**src/sv/assert_macros.svh**
```systemverilog
// Assertion macros shared by the card shuffle cipher RTL.
// No dependencies.
`ifndef ASSERT_MACROS_SVH
`define ASSERT_MACROS_SVH
// Implication checked every clock, disabled in reset.
`define CHK_IMPL(label, clk, rstn, ante, cons) \
    label: assert property (@(posedge clk) disable iff (!rstn) (ante) |-> (cons)) \
        else $error("check failed");
// Next-cycle implication.
`define CHK_NEXT(label, clk, rstn, ante, cons) \
    label: assert property (@(posedge clk) disable iff (!rstn) (ante) |=> (cons)) \
        else $error("check failed");
`endif

```
**src/sv/csc_pkg.sv**
```systemverilog
// Package for the card shuffle stream cipher: item kinds, sequencer states, widths.
// No dependencies.
`timescale 1ns / 1ps
`default_nettype none
package csc_pkg;
    localparam int unsigned TDATA_W = 32;

    typedef enum logic [2:0] {
        KIND_KEY     = 3'd0,
        KIND_SETUP   = 3'd1,
        KIND_ENCRYPT = 3'd2,
        KIND_DECRYPT = 3'd3,
        KIND_HASH    = 3'd4,
        KIND_CLEAR   = 3'd5,
        KIND_NONE6   = 3'd6,
        KIND_NONE7   = 3'd7
    } kind_t;

    typedef enum logic [5:0] {
        ST_IDLE,
        ST_FILL,       // deck sweep write (identity, inverse, zero)
        ST_KEYWR,
        ST_DR_RD,      // draw: read deck[run]
        ST_DR_KEY,     // draw: key read
        ST_DR_CHK,
        ST_SW_RDI,
        ST_SW_RDS,
        ST_SW_WRI,
        ST_SW_WRS,
        ST_SD_1, ST_SD_3, ST_SD_5, ST_SD_7, ST_SD_R, ST_SD_DONE,
        ST_M_ROT,      // read deck[rotor]
        ST_M_PC, ST_M_RA, ST_M_PP, ST_M_RO,
        ST_M_W1, ST_M_W2, ST_M_W3, ST_M_W4,
        ST_M_T,        // deck[t]
        ST_M_AV,       // deck[aval]
        ST_M_RO2,      // deck[rotor]
        ST_M_A,        // deck[av+ro]
        ST_M_X1, ST_M_X2, ST_M_X3, // deck[pp],deck[pc],deck[ra]
        ST_M_B1, ST_M_B2,
        ST_M_FIN,
        ST_OUT
    } state_t;
endpackage
`default_nettype wire

```
**src/sv/card_shuffle_stream_cipher_top.sv**
```systemverilog
// Top level of the card shuffle stream cipher: sequencer around one deck port.
// Depends on csc_pkg, csc_deck_ram, assert_macros.svh.
//
//  channel | dir | tdata bits (low first)                           | tuser     | tlast
//  s_      | in  | data_in[7:0] key_index[15:8] key_length[23:16]   | kind[2:0] |  -
//          |     | hash_length[30:24] pad[31]                       |           |
//  m_      | out | data_out[7:0]                                    |  -        | last
//
// Encrypt/decrypt: 14 dependent deck reads on the single port, 4 writes, finish and
// output. Keyed setup falls back to repeated subtraction for a draw past 11 retries.
// Reset: synchronous, active low; the RAMs are not reset, so reset and clear run a zero
// sweep of deck and key store (ready low).
// Stalls: a result waits in the output register; input is not ready while it waits.
`timescale 1ns / 1ps
`default_nettype none
`include "assert_macros.svh"
module card_shuffle_stream_cipher_top #(
    parameter int unsigned MAX_HASH_BYTES = 64
) (
    input  wire logic        aclk,
    input  wire logic        aresetn,
    input  wire logic        s_tvalid,
    output logic             s_tready,
    // data_in, key_index, key_length, hash_length, pad
    input  wire logic [csc_pkg::TDATA_W-1:0] s_tdata,
    input  wire logic [2:0]  s_tuser,   // kind
    output logic             m_tvalid,
    input  wire logic        m_tready,
    output logic [7:0]       m_tdata,   // data_out
    output logic             m_tlast
);
    localparam int unsigned HW = 7;

    csc_pkg::state_t state_reg, state_next;
    logic [2:0] kind_reg, kind_next;
    logic [7:0] din_reg, din_next, kidx_reg, kidx_next, klen_reg, klen_next;
    logic [HW-1:0] hcnt_reg, hcnt_next;
    logic       hphase_reg, hphase_next; // 1: hash output phase
    logic [8:0] cnt_reg, cnt_next;   // fill addr / swap index / hash mix count
    logic [1:0] fmode_reg, fmode_next; // 0 zero,1 ident,2 inverse
    logic [7:0] rot_reg, rot_next, rat_reg, rat_next, av_reg, av_next;
    logic [7:0] pp_reg, pp_next, pc_reg, pc_next;
    logic [7:0] run_reg, run_next, pos_reg, pos_next, m_reg, m_next;
    logic [3:0] tries_reg, tries_next;
    logic [7:0] sel_reg, sel_next, t_reg, t_next, u_reg, u_next;
    logic [7:0] x_reg, x_next, a_reg, a_next, b_reg, b_next;
    logic [7:0] ct_reg, ct_next, pt_reg, pt_next;
    logic       rd_reg, rd_next; // deck read data valid (also the subtract loop flag)
    logic       ov_reg, ov_next;
    logic [7:0] od_reg, od_next;
    logic       ol_reg, ol_next;

    logic [7:0] key_mem [256];
    logic [7:0] key_rd;
    logic       key_we;
    logic [7:0] key_waddr, key_wdata;

    logic       ram_we;
    logic [7:0] ram_addr, ram_wdata, ram_rdata;

    csc_deck_ram u_deck (
        .aclk (aclk), .we (ram_we), .addr (ram_addr),
        .wdata (ram_wdata), .rdata (ram_rdata)
    );

    always_ff @(posedge aclk) begin
        if (key_we) begin
            key_mem[key_waddr] <= key_wdata;
        end
        key_rd <= key_mem[pos_reg];
    end

    // capped hash length
    logic [HW-1:0] hlen_in;
    always_comb begin
        hlen_in = s_tdata[30:24];
        if (hlen_in > HW'(MAX_HASH_BYTES)) begin
            hlen_in = HW'(MAX_HASH_BYTES);
        end
    end

    logic [7:0] draw_v;
    logic [7:0] top8;
    logic [7:0] mod_v;

    always_comb begin
        state_next = state_reg;
        kind_next = kind_reg; din_next = din_reg; kidx_next = kidx_reg;
        klen_next = klen_reg; hcnt_next = hcnt_reg; hphase_next = hphase_reg;
        cnt_next = cnt_reg; fmode_next = fmode_reg;
        rot_next = rot_reg; rat_next = rat_reg; av_next = av_reg;
        pp_next = pp_reg; pc_next = pc_reg; run_next = run_reg;
        pos_next = pos_reg; m_next = m_reg; tries_next = tries_reg;
        sel_next = sel_reg; t_next = t_reg; u_next = u_reg; x_next = x_reg;
        a_next = a_reg; b_next = b_reg; ct_next = ct_reg; pt_next = pt_reg;
        rd_next = 1'b0; ov_next = ov_reg; od_next = od_reg; ol_next = ol_reg;
        ram_we = 1'b0; ram_addr = 8'd0; ram_wdata = 8'd0; key_we = 1'b0;
        key_waddr = kidx_reg; key_wdata = din_reg;
        s_tready = 1'b0;
        top8 = cnt_reg[7:0];
        draw_v = m_reg & run_reg;
        mod_v = 8'd0;
        if (ov_reg && m_tready) begin
            ov_next = 1'b0;
        end
        case (state_reg)
            csc_pkg::ST_IDLE: begin
                s_tready = !ov_reg;
                if (s_tvalid && !ov_reg) begin
                    kind_next = s_tuser;
                    din_next = s_tdata[7:0];
                    kidx_next = s_tdata[15:8];
                    klen_next = s_tdata[23:16];
                    hcnt_next = hlen_in;
                    cnt_next = 9'd0;
                    case (csc_pkg::kind_t'(s_tuser))
                        csc_pkg::KIND_KEY: state_next = csc_pkg::ST_KEYWR;
                        csc_pkg::KIND_SETUP: begin
                            fmode_next = (s_tdata[23:16] == 8'd0) ? 2'd2 : 2'd1;
                            state_next = csc_pkg::ST_FILL;
                        end
                        csc_pkg::KIND_ENCRYPT, csc_pkg::KIND_DECRYPT: begin
                            hphase_next = 1'b0;
                            state_next = csc_pkg::ST_M_ROT;
                        end
                        csc_pkg::KIND_HASH: begin
                            hphase_next = 1'b0;
                            cnt_next = 9'd255;
                            state_next = csc_pkg::ST_M_ROT;
                        end
                        csc_pkg::KIND_CLEAR: begin
                            fmode_next = 2'd0;
                            rot_next = '0; rat_next = '0; av_next = '0;
                            pp_next = '0; pc_next = '0;
                            state_next = csc_pkg::ST_FILL;
                        end
                        default: state_next = csc_pkg::ST_IDLE;
                    endcase
                end
            end
            csc_pkg::ST_KEYWR: begin
                key_we = 1'b1;
                state_next = csc_pkg::ST_IDLE;
            end
            csc_pkg::ST_FILL: begin
                ram_we = 1'b1;
                ram_addr = cnt_reg[7:0];
                ram_wdata = (fmode_reg == 2'd1) ? cnt_reg[7:0] :
                            (fmode_reg == 2'd2) ? ~cnt_reg[7:0] : 8'd0;
                // zero sweep also wipes the key store
                if (fmode_reg == 2'd0) begin
                    key_we = 1'b1;
                    key_waddr = cnt_reg[7:0];
                    key_wdata = 8'd0;
                end
                cnt_next = cnt_reg + 9'd1;
                if (cnt_reg == 9'd255) begin
                    if (fmode_reg == 2'd2) begin
                        rot_next = 8'd1; rat_next = 8'd3; av_next = 8'd5;
                        pp_next = 8'd7; pc_next = 8'd11;
                        state_next = csc_pkg::ST_IDLE;
                    end else if (fmode_reg == 2'd1) begin
                        cnt_next = 9'd255; run_next = 8'd0; pos_next = 8'd0;
                        m_next = 8'd255; tries_next = 4'd0;
                        state_next = csc_pkg::ST_DR_RD;
                    end else begin
                        state_next = csc_pkg::ST_IDLE;
                    end
                end
            end
            // ---- draw: run = deck[run] + key[pos] ----
            csc_pkg::ST_DR_RD: begin
                ram_addr = run_reg;
                rd_next = 1'b1;
                if (cnt_reg[7:0] == 8'd0) begin
                    rd_next = 1'b0;
                    sel_next = 8'd0;
                    state_next = csc_pkg::ST_SW_RDI;
                end else if (rd_reg) begin
                    rd_next = 1'b0;
                    t_next = ram_rdata;
                    state_next = csc_pkg::ST_DR_KEY;
                end
            end
            csc_pkg::ST_DR_KEY: begin
                rd_next = 1'b1;
                if (rd_reg) begin
                    rd_next = 1'b0;
                    run_next = t_reg + key_rd;
                    if ({1'b0, pos_reg} + 9'd1 >= {1'b0, klen_reg}) begin
                        pos_next = 8'd0;
                        run_next = t_reg + key_rd + klen_reg;
                    end else begin
                        pos_next = pos_reg + 8'd1;
                    end
                    tries_next = tries_reg + 4'd1;
                    state_next = csc_pkg::ST_DR_CHK;
                end
            end
            csc_pkg::ST_DR_CHK: begin
                // modulo via repeated subtract (value < 256, top >= 1)
                if (tries_reg > 4'd11 && draw_v >= top8 && rd_reg == 1'b0) begin
                    m_next = m_reg;
                    run_next = run_reg;
                    x_next = draw_v - top8;
                    rd_next = 1'b1;
                    // iterate in x
                    state_next = csc_pkg::ST_DR_CHK;
                end else if (rd_reg) begin
                    if (x_reg >= top8) begin
                        x_next = x_reg - top8;
                        rd_next = 1'b1;
                    end else begin
                        sel_next = x_reg;
                        state_next = csc_pkg::ST_SW_RDI;
                    end
                end else begin
                    mod_v = draw_v;
                    if (mod_v > top8) begin
                        state_next = csc_pkg::ST_DR_RD;
                    end else begin
                        sel_next = mod_v;
                        state_next = csc_pkg::ST_SW_RDI;
                    end
                end
            end
            csc_pkg::ST_SW_RDI: begin
                ram_addr = cnt_reg[7:0];
                rd_next = 1'b1;
                if (rd_reg) begin
                    rd_next = 1'b0;
                    t_next = ram_rdata;
                    state_next = csc_pkg::ST_SW_RDS;
                end
            end
            csc_pkg::ST_SW_RDS: begin
                ram_addr = sel_reg;
                rd_next = 1'b1;
                if (rd_reg) begin
                    rd_next = 1'b0;
                    u_next = ram_rdata;
                    state_next = csc_pkg::ST_SW_WRI;
                end
            end
            csc_pkg::ST_SW_WRI: begin
                ram_we = 1'b1; ram_addr = cnt_reg[7:0]; ram_wdata = u_reg;
                state_next = csc_pkg::ST_SW_WRS;
            end
            csc_pkg::ST_SW_WRS: begin
                ram_we = 1'b1; ram_addr = sel_reg; ram_wdata = t_reg;
                tries_next = 4'd0;
                if (cnt_reg[7:0] == 8'd0) begin
                    state_next = csc_pkg::ST_SD_1;
                end else begin
                    cnt_next = cnt_reg - 9'd1;
                    // next mask: smallest 2^k-1 >= top-1
                    if ({1'b0, m_reg[7:1]} >= cnt_reg[7:0] - 8'd1 && m_reg != 8'd1) begin
                        m_next = {1'b0, m_reg[7:1]};
                    end
                    state_next = csc_pkg::ST_DR_RD;
                end
            end
            csc_pkg::ST_SD_1, csc_pkg::ST_SD_3, csc_pkg::ST_SD_5,
            csc_pkg::ST_SD_7, csc_pkg::ST_SD_R: begin
                rd_next = 1'b1;
                case (state_reg)
                    csc_pkg::ST_SD_1: ram_addr = 8'd1;
                    csc_pkg::ST_SD_3: ram_addr = 8'd3;
                    csc_pkg::ST_SD_5: ram_addr = 8'd5;
                    csc_pkg::ST_SD_7: ram_addr = 8'd7;
                    default:          ram_addr = run_reg;
                endcase
                if (rd_reg) begin
                    rd_next = 1'b0;
                    case (state_reg)
                        csc_pkg::ST_SD_1: begin
                            rot_next = ram_rdata; state_next = csc_pkg::ST_SD_3;
                        end
                        csc_pkg::ST_SD_3: begin
                            rat_next = ram_rdata; state_next = csc_pkg::ST_SD_5;
                        end
                        csc_pkg::ST_SD_5: begin
                            av_next = ram_rdata; state_next = csc_pkg::ST_SD_7;
                        end
                        csc_pkg::ST_SD_7: begin
                            pp_next = ram_rdata; state_next = csc_pkg::ST_SD_R;
                        end
                        default: begin
                            pc_next = ram_rdata; state_next = csc_pkg::ST_IDLE;
                        end
                    endcase
                end
            end
            // ---- shuffle / mask ----
            csc_pkg::ST_M_ROT: begin
                ram_addr = rot_reg; rd_next = 1'b1;
                if (rd_reg) begin
                    rd_next = 1'b0;
                    rat_next = rat_reg + ram_rdata;
                    rot_next = rot_reg + 8'd1;
                    state_next = csc_pkg::ST_M_PC;
                end
            end
            csc_pkg::ST_M_PC: begin
                ram_addr = pc_reg; rd_next = 1'b1;
                if (rd_reg) begin
                    rd_next = 1'b0; t_next = ram_rdata; state_next = csc_pkg::ST_M_RA;
                end
            end
            csc_pkg::ST_M_RA: begin
                ram_addr = rat_reg; rd_next = 1'b1;
                if (rd_reg) begin
                    rd_next = 1'b0; a_next = ram_rdata; state_next = csc_pkg::ST_M_W1;
                end
            end
            csc_pkg::ST_M_W1: begin
                ram_we = 1'b1; ram_addr = pc_reg; ram_wdata = a_reg;
                state_next = csc_pkg::ST_M_PP;
            end
            csc_pkg::ST_M_PP: begin
                ram_addr = pp_reg; rd_next = 1'b1;
                if (rd_reg) begin
                    rd_next = 1'b0; a_next = ram_rdata; state_next = csc_pkg::ST_M_W2;
                end
            end
            csc_pkg::ST_M_W2: begin
                ram_we = 1'b1; ram_addr = rat_reg; ram_wdata = a_reg;
                state_next = csc_pkg::ST_M_RO;
            end
            csc_pkg::ST_M_RO: begin
                ram_addr = rot_reg; rd_next = 1'b1;
                if (rd_reg) begin
                    rd_next = 1'b0; a_next = ram_rdata; state_next = csc_pkg::ST_M_W3;
                end
            end
            csc_pkg::ST_M_W3: begin
                ram_we = 1'b1; ram_addr = pp_reg; ram_wdata = a_reg;
                state_next = csc_pkg::ST_M_W4;
            end
            csc_pkg::ST_M_W4: begin
                ram_we = 1'b1; ram_addr = rot_reg; ram_wdata = t_reg;
                state_next = csc_pkg::ST_M_T;
            end
            csc_pkg::ST_M_T: begin
                ram_addr = t_reg; rd_next = 1'b1;
                if (rd_reg) begin
                    rd_next = 1'b0; av_next = av_reg + ram_rdata;
                    state_next = csc_pkg::ST_M_AV;
                end
            end
            csc_pkg::ST_M_AV: begin
                ram_addr = av_reg; rd_next = 1'b1;
                if (rd_reg) begin
                    rd_next = 1'b0; x_next = ram_rdata; state_next = csc_pkg::ST_M_RO2;
                end
            end
            csc_pkg::ST_M_RO2: begin
                ram_addr = rot_reg; rd_next = 1'b1;
                if (rd_reg) begin
                    rd_next = 1'b0; x_next = x_reg + ram_rdata;
                    state_next = csc_pkg::ST_M_A;
                end
            end
            csc_pkg::ST_M_A: begin
                ram_addr = x_reg; rd_next = 1'b1;
                if (rd_reg) begin
                    rd_next = 1'b0; a_next = ram_rdata; state_next = csc_pkg::ST_M_X1;
                end
            end
            csc_pkg::ST_M_X1: begin
                ram_addr = pp_reg; rd_next = 1'b1;
                if (rd_reg) begin
                    rd_next = 1'b0; x_next = ram_rdata; state_next = csc_pkg::ST_M_X2;
                end
            end
            csc_pkg::ST_M_X2: begin
                ram_addr = pc_reg; rd_next = 1'b1;
                if (rd_reg) begin
                    rd_next = 1'b0; x_next = x_reg + ram_rdata;
                    state_next = csc_pkg::ST_M_X3;
                end
            end
            csc_pkg::ST_M_X3: begin
                ram_addr = rat_reg; rd_next = 1'b1;
                if (rd_reg) begin
                    rd_next = 1'b0; x_next = x_reg + ram_rdata;
                    state_next = csc_pkg::ST_M_B1;
                end
            end
            csc_pkg::ST_M_B1: begin
                ram_addr = x_reg; rd_next = 1'b1;
                if (rd_reg) begin
                    rd_next = 1'b0; x_next = ram_rdata; state_next = csc_pkg::ST_M_B2;
                end
            end
            csc_pkg::ST_M_B2: begin
                ram_addr = x_reg; rd_next = 1'b1;
                if (rd_reg) begin
                    rd_next = 1'b0; b_next = ram_rdata; state_next = csc_pkg::ST_M_FIN;
                end
            end
            csc_pkg::ST_M_FIN: begin
                // plain and cipher for this byte
                if (kind_reg == csc_pkg::KIND_DECRYPT) begin
                    ct_next = din_reg;
                    pt_next = din_reg ^ a_reg ^ b_reg;
                    od_next = din_reg ^ a_reg ^ b_reg;
                    state_next = csc_pkg::ST_OUT;
                    ol_next = 1'b1;
                end else if (kind_reg == csc_pkg::KIND_ENCRYPT) begin
                    pt_next = din_reg;
                    ct_next = din_reg ^ a_reg ^ b_reg;
                    od_next = din_reg ^ a_reg ^ b_reg;
                    state_next = csc_pkg::ST_OUT;
                    ol_next = 1'b1;
                end else if (!hphase_reg) begin
                    pt_next = cnt_reg[7:0];
                    ct_next = cnt_reg[7:0] ^ a_reg ^ b_reg;
                    state_next = csc_pkg::ST_OUT;
                end else begin
                    // hash byte: output register loads in ST_OUT once it is free
                    pt_next = 8'd0;
                    ct_next = a_reg ^ b_reg;
                    state_next = csc_pkg::ST_OUT;
                end
            end
            csc_pkg::ST_OUT: begin
                pp_next = pt_reg; pc_next = ct_reg;
                state_next = csc_pkg::ST_IDLE;
                if (kind_reg == csc_pkg::KIND_HASH) begin
                    if (!hphase_reg) begin
                        if (cnt_reg == 9'd0) begin
                            hphase_next = 1'b1;
                            if (hcnt_reg != '0) begin
                                state_next = csc_pkg::ST_M_ROT;
                            end
                        end else begin
                            cnt_next = cnt_reg - 9'd1;
                            state_next = csc_pkg::ST_M_ROT;
                        end
                    end else if (!ov_reg || m_tready) begin
                        ov_next = 1'b1;
                        od_next = ct_reg;
                        ol_next = (hcnt_reg == HW'(1));
                        hcnt_next = hcnt_reg - HW'(1);
                        if (hcnt_reg != HW'(1)) begin
                            state_next = csc_pkg::ST_M_ROT;
                        end
                    end else begin
                        pp_next = pp_reg; pc_next = pc_reg;
                        state_next = csc_pkg::ST_OUT;
                    end
                end else if (!ov_reg || m_tready) begin
                    ov_next = 1'b1;
                end else begin
                    state_next = csc_pkg::ST_OUT;
                end
            end
            default: state_next = csc_pkg::ST_IDLE;
        endcase
    end

    always_ff @(posedge aclk) begin
        if (!aresetn) begin
            // zero sweep of the deck after reset
            state_reg <= csc_pkg::ST_FILL;
            fmode_reg <= 2'd0;
            cnt_reg <= 9'd0;
            ov_reg <= 1'b0;
            rd_reg <= 1'b0;
            hphase_reg <= 1'b0;
            kind_reg <= 3'd0;
            rot_reg <= '0; rat_reg <= '0; av_reg <= '0; pp_reg <= '0; pc_reg <= '0;
        end else begin
            state_reg <= state_next; fmode_reg <= fmode_next; cnt_reg <= cnt_next;
            ov_reg <= ov_next; rd_reg <= rd_next; hphase_reg <= hphase_next;
            kind_reg <= kind_next;
            rot_reg <= rot_next; rat_reg <= rat_next; av_reg <= av_next;
            pp_reg <= pp_next; pc_reg <= pc_next;
        end
        din_reg <= din_next; kidx_reg <= kidx_next; klen_reg <= klen_next;
        hcnt_reg <= hcnt_next; run_reg <= run_next; pos_reg <= pos_next;
        m_reg <= m_next; tries_reg <= tries_next; sel_reg <= sel_next;
        t_reg <= t_next; u_reg <= u_next; x_reg <= x_next; a_reg <= a_next;
        b_reg <= b_next; ct_reg <= ct_next; pt_reg <= pt_next;
        od_reg <= od_next; ol_reg <= ol_next;
    end

    assign m_tvalid = ov_reg;
    assign m_tdata  = od_reg;
    assign m_tlast  = ol_reg;

    `CHK_IMPL(a_ready_idle, aclk, aresetn, s_tready, state_reg == csc_pkg::ST_IDLE && !ov_reg)
    `CHK_NEXT(a_out_hold, aclk, aresetn, m_tvalid && !m_tready, m_tvalid && $stable(m_tdata))
    `CHK_IMPL(a_no_write_idle, aclk, aresetn, state_reg == csc_pkg::ST_IDLE, !ram_we)
endmodule
`default_nettype wire

```
**src/sv/csc_deck_ram.sv**
```systemverilog
// Single-port 256 x 8 deck store with registered read.
// No dependencies.
`timescale 1ns / 1ps
`default_nettype none
module csc_deck_ram (
    input  wire logic       aclk,
    input  wire logic       we,
    input  wire logic [7:0] addr,
    input  wire logic [7:0] wdata,
    output logic      [7:0] rdata
);
    logic [7:0] mem [256];
    always_ff @(posedge aclk) begin
        if (we) begin
            mem[addr] <= wdata;
        end
        rdata <= mem[addr];
    end
endmodule
`default_nettype wire
```
**config.mk**
```make
export PLATFORM = sky130hd
export DESIGN_NAME = card_shuffle_stream_cipher_top
export DESIGN_NICKNAME = d
export VERILOG_FILES = /design/src/sv/csc_pkg.sv /design/src/sv/card_shuffle_stream_cipher_top.sv /design/src/sv/csc_deck_ram.sv
export VERILOG_INCLUDE_DIRS = /design/src /design/src/sv
export SDC_FILE = /design/constraint.sdc
export NUM_CORES = 2
export LEC_CHECK = 0
export BUFFER_PORTS_ARGS = -buffer_cell sky130_fd_sc_hd__clkbuf_2
export CAP_MARGIN = 20
export CORE_ASPECT_RATIO = 1.75
export CORE_UTILIZATION = 50
export CTS_BUF_LIST = sky130_fd_sc_hd__clkbuf_4
export DETAILED_ROUTE_END_ITERATION = 16
export PLACE_DENSITY = 0.65
export SKIP_CTS_REPAIR_TIMING = 1
export SLEW_MARGIN = 20
export SYNTH_ARGS = -nofsm -noshare
export SYNTH_HDL_FRONTEND = slang
export SYNTH_SLANG_ARGS = --single-unit
```
**constraint.sdc**
```tcl
create_clock -name aclk -period 8 [get_ports aclk]
set_input_delay 1.6 -clock aclk [delete_from_list [all_inputs] [get_ports aclk]]
set_output_delay 1.6 -clock aclk [all_outputs]
set_load 0.005 [all_outputs]
```
==> run summary <==
Along the worst path, the maximum fanout reaches 65. The source of the worst hold timing path was s_tdata[6]. The highest-utilization routing layer at the global route stage is met2. The initialized floorplan defines 287 standard-cell rows.

The width of the chip works out to 450 um. STA classifies the critical path startpoint as a flip-flop. The tools report the via count of the first global-routing pass as 110000.

The flow ran to the end, and the final reports show no timing, DRC or antenna violations. Across every metal layer, demand over resource in global routing totals 29.8%. For this design, the sink count on the clock tree is 4307. The final route contains 109000 vias.

The run gives 532 mm as the wire length reported by the detailed router. Static timing analysis puts the maximum clock frequency at 0.154 GHz. The clock passes through at most 4 buffers.

Global-route met1 utilization: 31.3%. Yosys mapped the design onto 88 distinct sky130hd cell types. Starting density of the core: 50.2%. The area of combinational cells with multiple inputs was 43400 um^2; the sequential-to-total area share from yosys stat was 73.3%. Number of antenna violations at the first check in global routing: 28. STA classifies the critical path endpoint as a flip-flop. The most used flip-flop cell after synthesis is edfxtp_1. The clock input transition at the sequential cells of the worst setup and hold paths was 70 ps. Entering global routing, the biggest net connects 197 pins. Dividing the synthesized area by the synthesized cell count gives 14.9 um^2.

The run gives 181000 um^2 as the area after detailed placement. The path with the worst hold slack has its endpoint at din_reg[6]$_DFFE_PP_. Class of the tightest hold or removal check: input port to flip-flop. Summing all flip-flop and latch instances after layout gives 129000 um^2. The estimated wirelength of the detail-placed design is 338 mm, and the share of synthesized registers carrying an async set or reset is 0%. For the required arrival time at the worst endpoint, the log shows 9060 ps. The setup slack of the worst register-to-register path came out at 1520 ps.

The tools report the maximum ir drop on the vdd rail as 0.000379 V. In this run the critical register-to-register path is captured at u_deck.mem[45][4]$_DFFE_PP_. The count of cells along the worst register-to-register path works out to 11.

After detailed routing, the number of vias per cell comes to 6.14. In the final routed layout, each cell accounts on average for 30.1 um. The final critical-path required period works out to 6480 ps.

The most common cell after layout, fill and taps aside is edfxtp_1. Number of fillers in the final layout: 28100. At the end of routability-driven placement, the weighted congestion stood at 0.986. The final setup skew was 152 ps. The register bit total from synthesis is 4307, and the placeable core region is 349000 um^2. The die is 785 um tall.

The net count after synthesis was 11900; the transition time of the tightest slew-check pin was 1300 ps. Setup violations remaining at the end of the flow were counted as 0. The number of endpoints with negative hold slack in the final report came out at 0.

The floorplan step defined a die boundary enclosing 353000 um^2. The cell count after synthesis came out at 11700. TritonCTS built the clock tree. After detailed routing, the number of remaining DRC violations is 0. Relative to the synthesized area, the layout overhead comes to 10.3%. The design area was 194000 um^2; the static leakage was 0.0668 uW. The top cell types in the final layout, fill and taps aside, are 4228 x edfxtp_1, 2185 x nand2_1, 1376 x clkbuf_4, 704 x nor2_1, 630 x nand3_1. Data on the critical path arrives at its endpoint at 7540 ps. CTS built an H-tree with a depth of 6.

The number of primary I/O pins was 50; the global-route met3 utilization was 5.76%. The pre-antenna-repair detailed-routing pass consisted of 8 iterations. For the starting DRC count in detailed routing, the log shows 11400. The tools report the count of nets left with antenna violations after detail routing as 0.

The run gives 51.9% as the met2 routing resource usage after global routing. Buffers placed on the I/O ports in this run total 48. The run gives 1580 ps as the clock latency at the later pin of the worst-skew pair. In this run the power density over the cells is 340 nW/um^2. The Yosys step of the flow raised 0 warnings. The synthesized netlist occupies a cell area of 175000 um^2. The tool flagged a number of max-cap violations equal to 0. The post-route netlist has 17.2% of its cells at a drive strength greater than 1. The run gives 0 as the number of max-slew violations in the final report. In this run the tightest slew margin relative to its limit is 12.5%. The number of flops mapped to enable cells by yosys came out at 4228. The startpoint identified for the worst register-to-register timing path is state_reg[2]$_SDFFE_PN0P_. After the last flow step, the layout net total stands at 12400. The tree is rooted in a clkbuf_4. The setup path with the least slack is of type flip-flop to flip-flop. The clock buffer count from CTS is 936. The final period utilization was 81.0%; the end-of-flow core utilization was 55.4%. The total negative slack was 0 ps. The global-route wire length before repair is 760 mm, and the cell depth of the worst hold path is 1. Global-route congestion overflow total: 0. Setup repair after global routing left no endpoint under its margin.
==> how the worst max path moves through the flow <==
stage,startpoint,to,depth (start not counted)
floorplan,state_reg[0]$_SDFFE_PN1P_,u_deck.mem[0][0]$_DFFE_PP_,10
global route,state_reg[2]$_SDFFE_PN0P_,u_deck.rdata[5]$_DFF_P_,14
global placement,state_reg[2]$_SDFFE_PN0P_,u_deck.mem[219][3]$_DFFE_PP_,10
CTS,state_reg[2]$_SDFFE_PN0P_,u_deck.mem[41][6]$_DFFE_PP_,11
finish,state_reg[2]$_SDFFE_PN0P_,u_deck.mem[45][4]$_DFFE_PP_,11
detailed placement,state_reg[2]$_SDFFE_PN0P_,u_deck.mem[157][0]$_DFFE_PP_,11
==> critical path, cell delays in order, from the launching register on <==
cell,delay (ps)
dfxtp_1,760
nor4b_1,200
and2_0,510
a221o_1,500
a211oi_1,650
nand2_4,620
buf_12,410
buf_4,280
nor3_1,610
nand2_1,280
buf_4,310
nor2_1,790
==> cells in the mapped netlist, types with 44 or more instances <==
library cell / number / area [um^2]
mux2i_1: 597 / 5980
nand4_1: 52 / 325
mux4_2: 315 / 7090
edfxtp_1: 4228 / 127000
nand2_1: 2196 / 8240
a31oi_1: 125 / 782
a311oi_1: 227 / 1990
buf_1: 119 / 447
and3_1: 201 / 1260
xnor2_1: 69 / 604
buf_2: 221 / 1110
nor2_1: 712 / 2670
inv_1: 44 / 165
o22ai_1: 161 / 1010
o221ai_1: 253 / 2220
clkbuf_1: 350 / 1310
a32oi_1: 63 / 552
buf_4: 58 / 435
a21oi_1: 287 / 1440
o21ai_0: 107 / 536
nor3_1: 46 / 230
nand3_1: 630 / 3150
ha_1: 75 / 938
dfxtp_1: 79 / 1580
==> per-stage QoR <==
stage | std cells | setup slack, ps | total power (uW) | hold slack (ps)
after floorplan | 11700 | 2040 | 39600 | 441
after global placement | 16000 | 1840 | 48300 | 463
after detailed placement | 16000 | 1800 | 48600 | 489
after CTS | 17700 | 1760 | 65400 | 114
after global routing | 17700 | 1390 | 67900 | 185
final | 17700 | 1520 | 65900 | 287
==> final cells by class <==
type,count,area share (%)
Timing Repair Buffer,366,1.74
Tap cell,4624,2.99
Clock inverter,317,0.923
Clock buffer,1376,5.34
Sequential cell,4307,66.4
Inverter,49,0.0963
Antenna cell,28,0.0362
Multi-Input combinational cell,6620,22.4
==> cell families (layout without fill, tap and decap cells) <==
kind of cell,after synthesis,in the layout,synth area share [%]
xor gates and xnor gates,110,110,0.549
AOI/OAI and AO/OA,1487,1487,6.11
other,0,28,0
DFF,4307,4307,73.3
muxes,914,914,7.47
adders and majority gates,82,82,0.615
and+or+nand+nor,4027,4027,9.82
buffers and inverters,822,2108,2.15
==> power breakdown <==
part | internal [uW] | switching [uW]
Clock | 8460 | 8540
Sequential | 26900 | 332
Combinational | 5210 | 16400
==> routing by layer <==
layer,vias up,part of all wire (%)
met3,1656,7.4
li1,47000,-
met4,24,9.3
met1,54400,32
met5,-,0.028
met2,5618,51
Note: power is estimated with default switching activity, not from simulation.
